--- src/hdl/pat_pkg.sv ---
// ----------------------------------------------------------------------------
// pat_pkg
// Shared types and constants for the positional array table.
// ----------------------------------------------------------------------------
package pat_pkg;

  localparam int ELEM_W  = 32;
  localparam int POS_W   = 7;
  localparam int COUNT_W = 7;
  localparam int INDEX_W = 6;

  typedef enum logic [1:0] {
    OP_TRAVERSE = 2'd0,
    OP_INSERT   = 2'd1,
    OP_DELETE   = 2'd2,
    OP_SEARCH   = 2'd3
  } pat_op_t;

  typedef enum logic [2:0] {
    ST_OK       = 3'd0,
    ST_FULL     = 3'd1,
    ST_EMPTY    = 3'd2,
    ST_BADPOS   = 3'd3,
    ST_NOTFOUND = 3'd4
  } pat_status_t;

  typedef enum logic {
    S_IDLE = 1'b0,
    S_SCAN = 1'b1
  } pat_state_t;

  // controller to datapath
  typedef struct packed {
    logic accept;  // item taken this cycle
    logic scan;    // taken item needs a pass over the cells
    logic step;    // one rotate and compare step
    logic trav;    // pass emits every element
    logic load;    // load the output register
  } pat_cmd_t;

  // datapath to controller
  typedef struct packed {
    logic empty;      // no stored elements
    logic step_last;  // current step is the final one of the pass
  } pat_sts_t;

endpackage

--- src/hdl/pat_ctrl.sv ---
// ----------------------------------------------------------------------------
// pat_ctrl
// Sequencer: handshakes, immediate operations and the rotate pass.
// ----------------------------------------------------------------------------
module pat_ctrl import pat_pkg::*; (
  input  logic       clk,
  input  logic       rst_n,
  input  logic       in_valid,
  input  logic [1:0] in_operation,
  output logic       in_stall,
  output logic       out_valid,
  input  logic       out_stall,
  input  pat_sts_t   sts,
  output pat_cmd_t   cmd
);

  pat_state_t state_r, state_nxt;
  logic       trav_r, trav_nxt;
  logic       out_valid_r, out_valid_nxt;
  logic       out_free;
  pat_op_t    op;

  assign op        = pat_op_t'(in_operation);
  assign out_free  = !out_valid_r || !out_stall;
  assign out_valid = out_valid_r;

  // state and output valid registers
  always_ff @(posedge clk) begin
    if (!rst_n) begin
      state_r     <= S_IDLE;
      trav_r      <= 1'b0;
      out_valid_r <= 1'b0;
    end else begin
      state_r     <= state_nxt;
      trav_r      <= trav_nxt;
      out_valid_r <= out_valid_nxt;
    end
  end

  // next state and commands
  always_comb begin
    state_nxt = state_r;
    trav_nxt  = trav_r;
    cmd       = '0;
    cmd.trav  = trav_r;
    in_stall  = 1'b1;
    unique case (state_r)
      S_IDLE: begin
        in_stall = !out_free;
        if (in_valid && out_free) begin
          cmd.accept = 1'b1;
          cmd.scan   = (op == OP_TRAVERSE || op == OP_SEARCH) && !sts.empty;
          cmd.load   = !cmd.scan;
          if (cmd.scan) begin
            state_nxt = S_SCAN;
            trav_nxt  = (op == OP_TRAVERSE);
          end
        end
      end
      S_SCAN: begin
        if (out_free) begin
          cmd.step = 1'b1;
          cmd.load = trav_r || sts.step_last;
          if (sts.step_last) state_nxt = S_IDLE;
        end
      end
      default: state_nxt = S_IDLE;
    endcase
    out_valid_nxt = cmd.load || (out_valid_r && out_stall);
  end

`ifndef NO_ASSERTIONS
  a_scan_blocks_input: assert property (@(posedge clk) disable iff (!rst_n)
    state_r == S_SCAN |-> in_stall)
    else $error("input taken during a pass");
  a_imm_result: assert property (@(posedge clk) disable iff (!rst_n)
    cmd.accept && !cmd.scan |=> out_valid_r)
    else $error("single-cycle operation gave no result");
  a_scan_enter: assert property (@(posedge clk) disable iff (!rst_n)
    cmd.accept && cmd.scan |=> state_r == S_SCAN)
    else $error("pass not started");
`endif

endmodule

--- config.mk ---
export PLATFORM = sky130hd
export DESIGN_NAME = pat_ctrl
export DESIGN_NICKNAME = d
export VERILOG_FILES = /design/src/hdl/pat_pkg.sv /design/src/hdl/pat_ctrl.sv
export SDC_FILE = /design/constraint.sdc
export NUM_CORES = 1
export LEC_CHECK = 0
export BUFFER_PORTS_ARGS = -buffer_cell sky130_fd_sc_hd__buf_2
export CAP_MARGIN = 10
export CORE_AREA = 4 4 41 43
export CTS_CLUSTER_SIZE = 24
export DETAILED_ROUTE_END_ITERATION = 10
export DIE_AREA = 0 0 45 47
export PLACE_DENSITY = 0.37
export RECOVER_POWER = 50
export SKIP_LAST_GASP = 1
export SLEW_MARGIN = 20
export SYNTH_ARGS = -nofsm -noshare
export SYNTH_HDL_FRONTEND = slang
export SYNTH_SLANG_ARGS = --single-unit
--- constraint.sdc ---
create_clock -name clk -period 1.2 [get_ports clk]
set_clock_uncertainty 0.2 [all_clocks]
set_input_delay 0.18 -clock clk [delete_from_list [all_inputs] [get_ports clk]]
set_output_delay 0.18 -clock clk [all_outputs]
set_load 0.02 [all_outputs]
# Yosys cells after proc, flatten, opt, wreduce, memory -nomap -nowiden
# Cells that the tools add are included.
[totals]
elab_cells = 32
out_inout_bits = 7
in_bits = 8
regBits = 3
[op_classes]
eq_ne = 1
muxes = 13
n_reduce_logical = 14
bitwise = 1
[op_table]
columns = ["cell", "n"]
rows = [
  ["1-bit two-way mux", 9],
  ["1-bit logical NOT", 5],
  ["1-bit logical OR", 4],
  ["2-bit two-way mux", 2],
  ["1-bit case mux with 2 select lines", 2],
  ["1-bit logical AND", 3],
  ["3-bit AND reduction", 1],
  ["2-bit == test, second input constant", 1],
  ["2-bit logical NOT", 1],
  ["1-bit inverter", 1],
]

# Longest topological paths before layout
[logic_depth]
word_depth = 7
ltp_mapped = 5
depth_no_buf = 5

# Worst setup path before layout
# No wires, ideal clock.
[synth_timing]
path_type = "input to register"
from = "input in_operation[0]"
to = "register trav_r"
setup_ns = 0.072
required_time_ns = 0.928
path_buffers = 0
arrival_time_ns = 1.200
cell_stages = 4
setup_slack_ns = -0.272
cell_sequence = "inv_1 > ha_1 > nor4b_4 > mux2i_1"
[synth_via]
elab_chain_cells = 4
elab_cells_between_ends = 5
cone_classes = "eq/ne: 1; reduce/logical: 4"
[synth_rtl]
columns = ["item", "line", "source"]
rows = [
  ["from (decl)", "pat_ctrl.sv:9", "input logic [1:0] in_operation,"],
  ["2-bit == test or 2-bit logical NOT (tied branches)", "pat_ctrl.sv:52, pat_ctrl.sv:56", ""],
  ["1-bit logical OR", "pat_ctrl.sv:52", "cmd.scan = (op == OP_TRAVERSE || op == OP_SEARCH) && !sts.empty;"],
  ["1-bit logical AND", "pat_ctrl.sv:52", ""],
  ["3-bit AND reduction (no source line)", "-", ""],
  ["to (signal assigned)", "pat_ctrl.sv:35", "trav_r <= trav_nxt;"],
  ["to (decl)", "pat_ctrl.sv:18", "logic trav_r, trav_nxt;"],
]
# Several ways; a longest one is shown, not always the timed one.
# A chain may end at the register's enable or synchronous reset.

==> impl_metrics.prom <==
# TYPE chip_impl_metric gauge
chip_impl_metric{name="drt_pass1_iterations",unit=""} 3
chip_impl_metric{name="timing.reg2reg.setup_slack",unit="ns"} -0.11
chip_impl_info{name="cts_tree",value="yes"} 1
chip_impl_metric{name="gr-usage-met3",unit=""} 0.0307
chip_impl_metric{name="placed_cell_area",unit="sq um"} 353
chip_impl_metric{name="syn_to_final_growth",unit="%"} 135
chip_impl_metric{name="chipHeight",unit="um"} 47
chip_impl_metric{name="routabilityCongestion",unit=""} 0.634
chip_impl_metric{name="hpwlAfterDp",unit="um"} 522
chip_impl_metric{name="met2_track_demand_over_resource",unit=""} 0.105
chip_impl_metric{name="grtUsageTotal",unit=""} 0.0662
chip_impl_metric{name="route.detailed.vias_per_inst",unit=""} 3.85
chip_impl_metric{name="port_buffers",unit=""} 14
chip_impl_metric{name="maxSlewHeadroom",unit=""} 0.861
chip_impl_metric{name="timing_worst_slew_pin_value",unit="ns"} 0.208
chip_impl_metric{name="clock-sinks",unit=""} 3
chip_impl_metric{name="drc",unit=""} 0
chip_impl_metric{name="slowest_delay",unit="ns"} 0.35
chip_impl_metric{name="timing.final.crit_share",unit=""} 1.23
chip_impl_metric{name="postSynth.asyncResetShare",unit=""} 0
chip_impl_metric{name="final_nets",unit=""} 61
chip_impl_metric{name="setup_viol",unit=""} 8
chip_impl_info{name="clk_root_buffer_cell",value="sky130_fd_sc_hd__clkbuf_4"} 1
chip_impl_metric{name="core_area",unit="sq um"} 1300
chip_impl_metric{name="fraction_of_met1_tracks_used_by_global_routing",unit=""} 0.0611
chip_impl_info{name="most_used_standard_cell_by_instance_count_after_synthesis",value="sky130_fd_sc_hd__inv_1"} 1
chip_impl_metric{name="power.sequential.fraction",unit=""} 0.241
chip_impl_metric{name="final_number_of_max_transition_violations",unit=""} 0
chip_impl_metric{name="synth_sequential_area_ratio",unit=""} 0.286
chip_impl_info{name="kind_of_critical_path",value="flip-flop to primary output"} 1
chip_impl_metric{name="worst_ep_required_time",unit="ns"} 0.82
chip_impl_metric{name="drt-wirelength-per-cell",unit="um"} 9.50
chip_impl_info{name="crit-reg2reg-capture",value="trav_r"} 1
chip_impl_info{name="ys_top_cells_by_count",value="sky130_fd_sc_hd__inv_1 (4), sky130_fd_sc_hd__dfxtp_1 (3), sky130_fd_sc_hd__nand2_1 (3)"} 1
chip_impl_metric{name="antenna_cells",unit=""} 0
chip_impl_metric{name="cts.htree.levels",unit=""} 1
chip_impl_metric{name="synth-seq-cells",unit=""} 3
chip_impl_info{name="cp_top_family",value="flip-flops"} 1
chip_impl_metric{name="cp_num_buf_inv",unit=""} 1
chip_impl_info{name="outcome",value="complete, but fails checks"} 1
chip_impl_metric{name="cts-buffers-inserted",unit=""} 3
chip_impl_info{name="hold_start",value="sts[0]"} 1
chip_impl_metric{name="power.density_cell_area",unit="nW/um^2"} 944
chip_impl_info{name="synth-main-ff-cell",value="sky130_fd_sc_hd__dfxtp_1"} 1
chip_impl_metric{name="clock_insertion_delay_worst_skew",unit="ns"} 0.23
chip_impl_metric{name="logic_gate_share_of_total_power",unit=""} 0.373
chip_impl_metric{name="boundaryPins",unit=""} 15
chip_impl_info{name="cp-endpoint",value="cmd[3]"} 1
chip_impl_metric{name="peak_clock_frequency_supported_by_timing",unit="MHz"} 676
chip_impl_metric{name="syn_area_per_cell",unit="sq um"} 8.41
chip_impl_info{name="top_usage_layer",value="met2"} 1
chip_impl_info{name="worstPathCellList",value="a21oi_4 > nor4b_4 > buf_4"} 1
chip_impl_metric{name="synth.top_cell.area_share",unit=""} 0.286
chip_impl_metric{name="timing.critical_path.arrival",unit="ns"} 1.10
chip_impl_metric{name="dieArea",unit="sq um"} 2120
chip_impl_metric{name="ys.warnings.count",unit=""} 0
chip_impl_metric{name="count_of_mapped_cells_out_of_synthesis",unit=""} 25
chip_impl_metric{name="switching_share",unit=""} 0.298
chip_impl_metric{name="power.leakage",unit="nW"} 0.237
chip_impl_metric{name="netlist_area",unit="sq um"} 210
chip_impl_metric{name="totalWireLength",unit="um"} 627
chip_impl_metric{name="fp-row-count",unit=""} 13
chip_impl_metric{name="antenna_violating_nets_post_route",unit=""} 0
chip_impl_metric{name="first_pass_grt_wire_length",unit="um"} 966
chip_impl_metric{name="timing.final.crit_period",unit="ns"} 1.48
chip_impl_metric{name="global_route.overflow_total",unit=""} 0
chip_impl_info{name="violations",value="setup timing"} 1
chip_impl_metric{name="report.power.total",unit="uW"} 467
chip_impl_metric{name="critical_path.max_fanout",unit=""} 5
chip_impl_metric{name="post-route-cell-area",unit="sq um"} 494
chip_impl_metric{name="reg2regPathDepth",unit=""} 4
chip_impl_metric{name="initial_utilization",unit=""} 0.162
chip_impl_info{name="timing.critical_path.from_type",value="flip-flop"} 1
chip_impl_metric{name="pin_count_of_the_biggest_net_entering_global_routing",unit=""} 6
chip_impl_metric{name="first_global_vias",unit=""} 269
chip_impl_metric{name="share_clk_of_total_power",unit=""} 0.385
chip_impl_info{name="grt_setup_unrepaired",value="true"} 1
chip_impl_metric{name="vdd.ir_drop.worst",unit="mV"} 0.579
chip_impl_metric{name="detailedRoute.firstIterationViolations",unit=""} 2
chip_impl_metric{name="synth_enable_flop_cells",unit=""} 0
chip_impl_metric{name="grt_antenna_before_repair",unit=""} 0
chip_impl_metric{name="hold_violations",unit=""} 0
chip_impl_metric{name="max-cap-violations",unit=""} 0
chip_impl_metric{name="worst-path-stages",unit=""} 3
chip_impl_metric{name="internal_power",unit="uW"} 328
chip_impl_info{name="timing.critical_path.to_type",value="primary output"} 1
chip_impl_metric{name="routed-via-count",unit=""} 254
chip_impl_metric{name="dieWidth",unit="um"} 45
chip_impl_metric{name="finalWorstSetupSlack",unit="ns"} -0.280
chip_impl_metric{name="number_of_distinct_library_cell_variants_in_the_gate_level_netlist_after_synthesis",unit=""} 16
chip_impl_info{name="crit_slowest_cell",value="sky130_fd_sc_hd__dfxtp_4"} 1
chip_impl_metric{name="timing.hold.ws",unit="ns"} 0.125
chip_impl_metric{name="clkTransAtPathRegs",unit="ns"} 0.04
chip_impl_info{name="setup.worst_path.start",value="state_r"} 1
chip_impl_metric{name="cts.path.max_buffers",unit=""} 2
chip_impl_info{name="hp-class",value="input pin to flip-flop"} 1
chip_impl_metric{name="synth.net_count",unit=""} 34
chip_impl_metric{name="fraction_of_layout_cells_with_a_size_suffix_above_1",unit=""} 0.784
chip_impl_info{name="synth_top_cell_by_area",value="sky130_fd_sc_hd__dfxtp_1"} 1
chip_impl_metric{name="power.switching",unit="uW"} 139
chip_impl_info{name="timing.rr.start",value="state_r"} 1
chip_impl_info{name="synth_top_cells_by_area",value="sky130_fd_sc_hd__dfxtp_1 (29%), sky130_fd_sc_hd__nor4b_4 (11%), sky130_fd_sc_hd__inv_1 (7.1%)"} 1
worst min path at each step:
stage,endpoint,slack [ns],depth (start not counted)
floorplan,state_r,0.1,1
global placement,state_r,0.23,2
detailed placement,state_r,0.23,2
CTS,state_r,0.11,3
global route,state_r,0.13,3
finish,state_r,0.13,3
placed cells by master, fill, tap and decap left out, types with 2 or more instances in the layout:
master,instances
sky130_fd_sc_hd__dfxtp_2,2
sky130_fd_sc_hd__nand2_1,2
sky130_fd_sc_hd__inv_2,3
sky130_fd_sc_hd__buf_2,7
sky130_fd_sc_hd__clkbuf_4,3
sky130_fd_sc_hd__buf_4,7
sky130_fd_sc_hd__buf_6,8
power by group through the flow:
stage | clock network [mW] | logic (mW) | registers (mW)
floorplan | 0 | 0.0699 | 0.116
global placement | 0 | 0.122 | 0.112
detailed placement | 0 | 0.125 | 0.112
CTS | 0.190 | 0.142 | 0.111
global route | 0.199 | 0.185 | 0.114
finish | 0.180 | 0.174 | 0.113
routing by layer:
metal	wire, um	part of all wire
met1	216	0.34
met2	355	0.57
met3	55	0.088
met4	0	0
met5	0	0
layout make-up:
| cell class | count | area, sq um |
|---|---|---|
| Clock buffer | 4 | 26.3 |
| Fill cell | 137 | 807 |
| Inverter | 4 | 15.0 |
| Multi-Input combinational cell | 17 | 180 |
| Sequential cell | 3 | 66.3 |
| Tap cell | 15 | 18.8 |
| Timing Repair Buffer | 23 | 188 |
timing repair:
item | 4_1_cts | 5_1_grt
setup endpoints to repair | 9 | 9
gates resized for setup | 12 | 16
hold buffers | 1 | 0
pin swaps | 2 | 2
hold endpoints to repair | 2 | 0
setup buffers | 1 | 4
stage by stage:
| stage | setup WS [ns] | instances | setup TNS (ns) | utilization |
|---|---|---|---|---|
| 2_1_floorplan | -0.168 | 25 | -0.383 | - |
| 3_3_place_gp | -0.310 | 58 | -0.952 | 0.271 |
| 3_5_place_dp | -0.333 | 58 | -1.08 | 0.271 |
| 4_1_cts | -0.289 | 63 | -1.24 | 0.323 |
| 5_1_grt | -0.347 | 66 | -1.77 | 0.380 |
| 6_report | -0.280 | 66 | -1.35 | 0.380 |
flip-flops by register name (all words and copies together), names as in the netlist:
signal,count
trav_r,1
state_r,1
out_valid,1
tightest hold or removal path, delay by kind of cell:
family / cells / cell delay, ns
buffers and inverters: 1 / 0.09
AO/OA/AOI/OAI: 2 / 0.24
kinds of logic (layout without fill, tap and decap cells):
logic type / after synthesis / in the layout / share of synthesized area
flops: 3 / 3 / 0.286
fa+ha+maj: 1 / 1 / 0.0595
compound gates: 7 / 7 / 0.220
simple gates: 8 / 8 / 0.280
buf+inv: 5 / 31 / 0.107
mux: 1 / 1 / 0.0476
No activity file was read; power rests on OpenSTA's default activity.
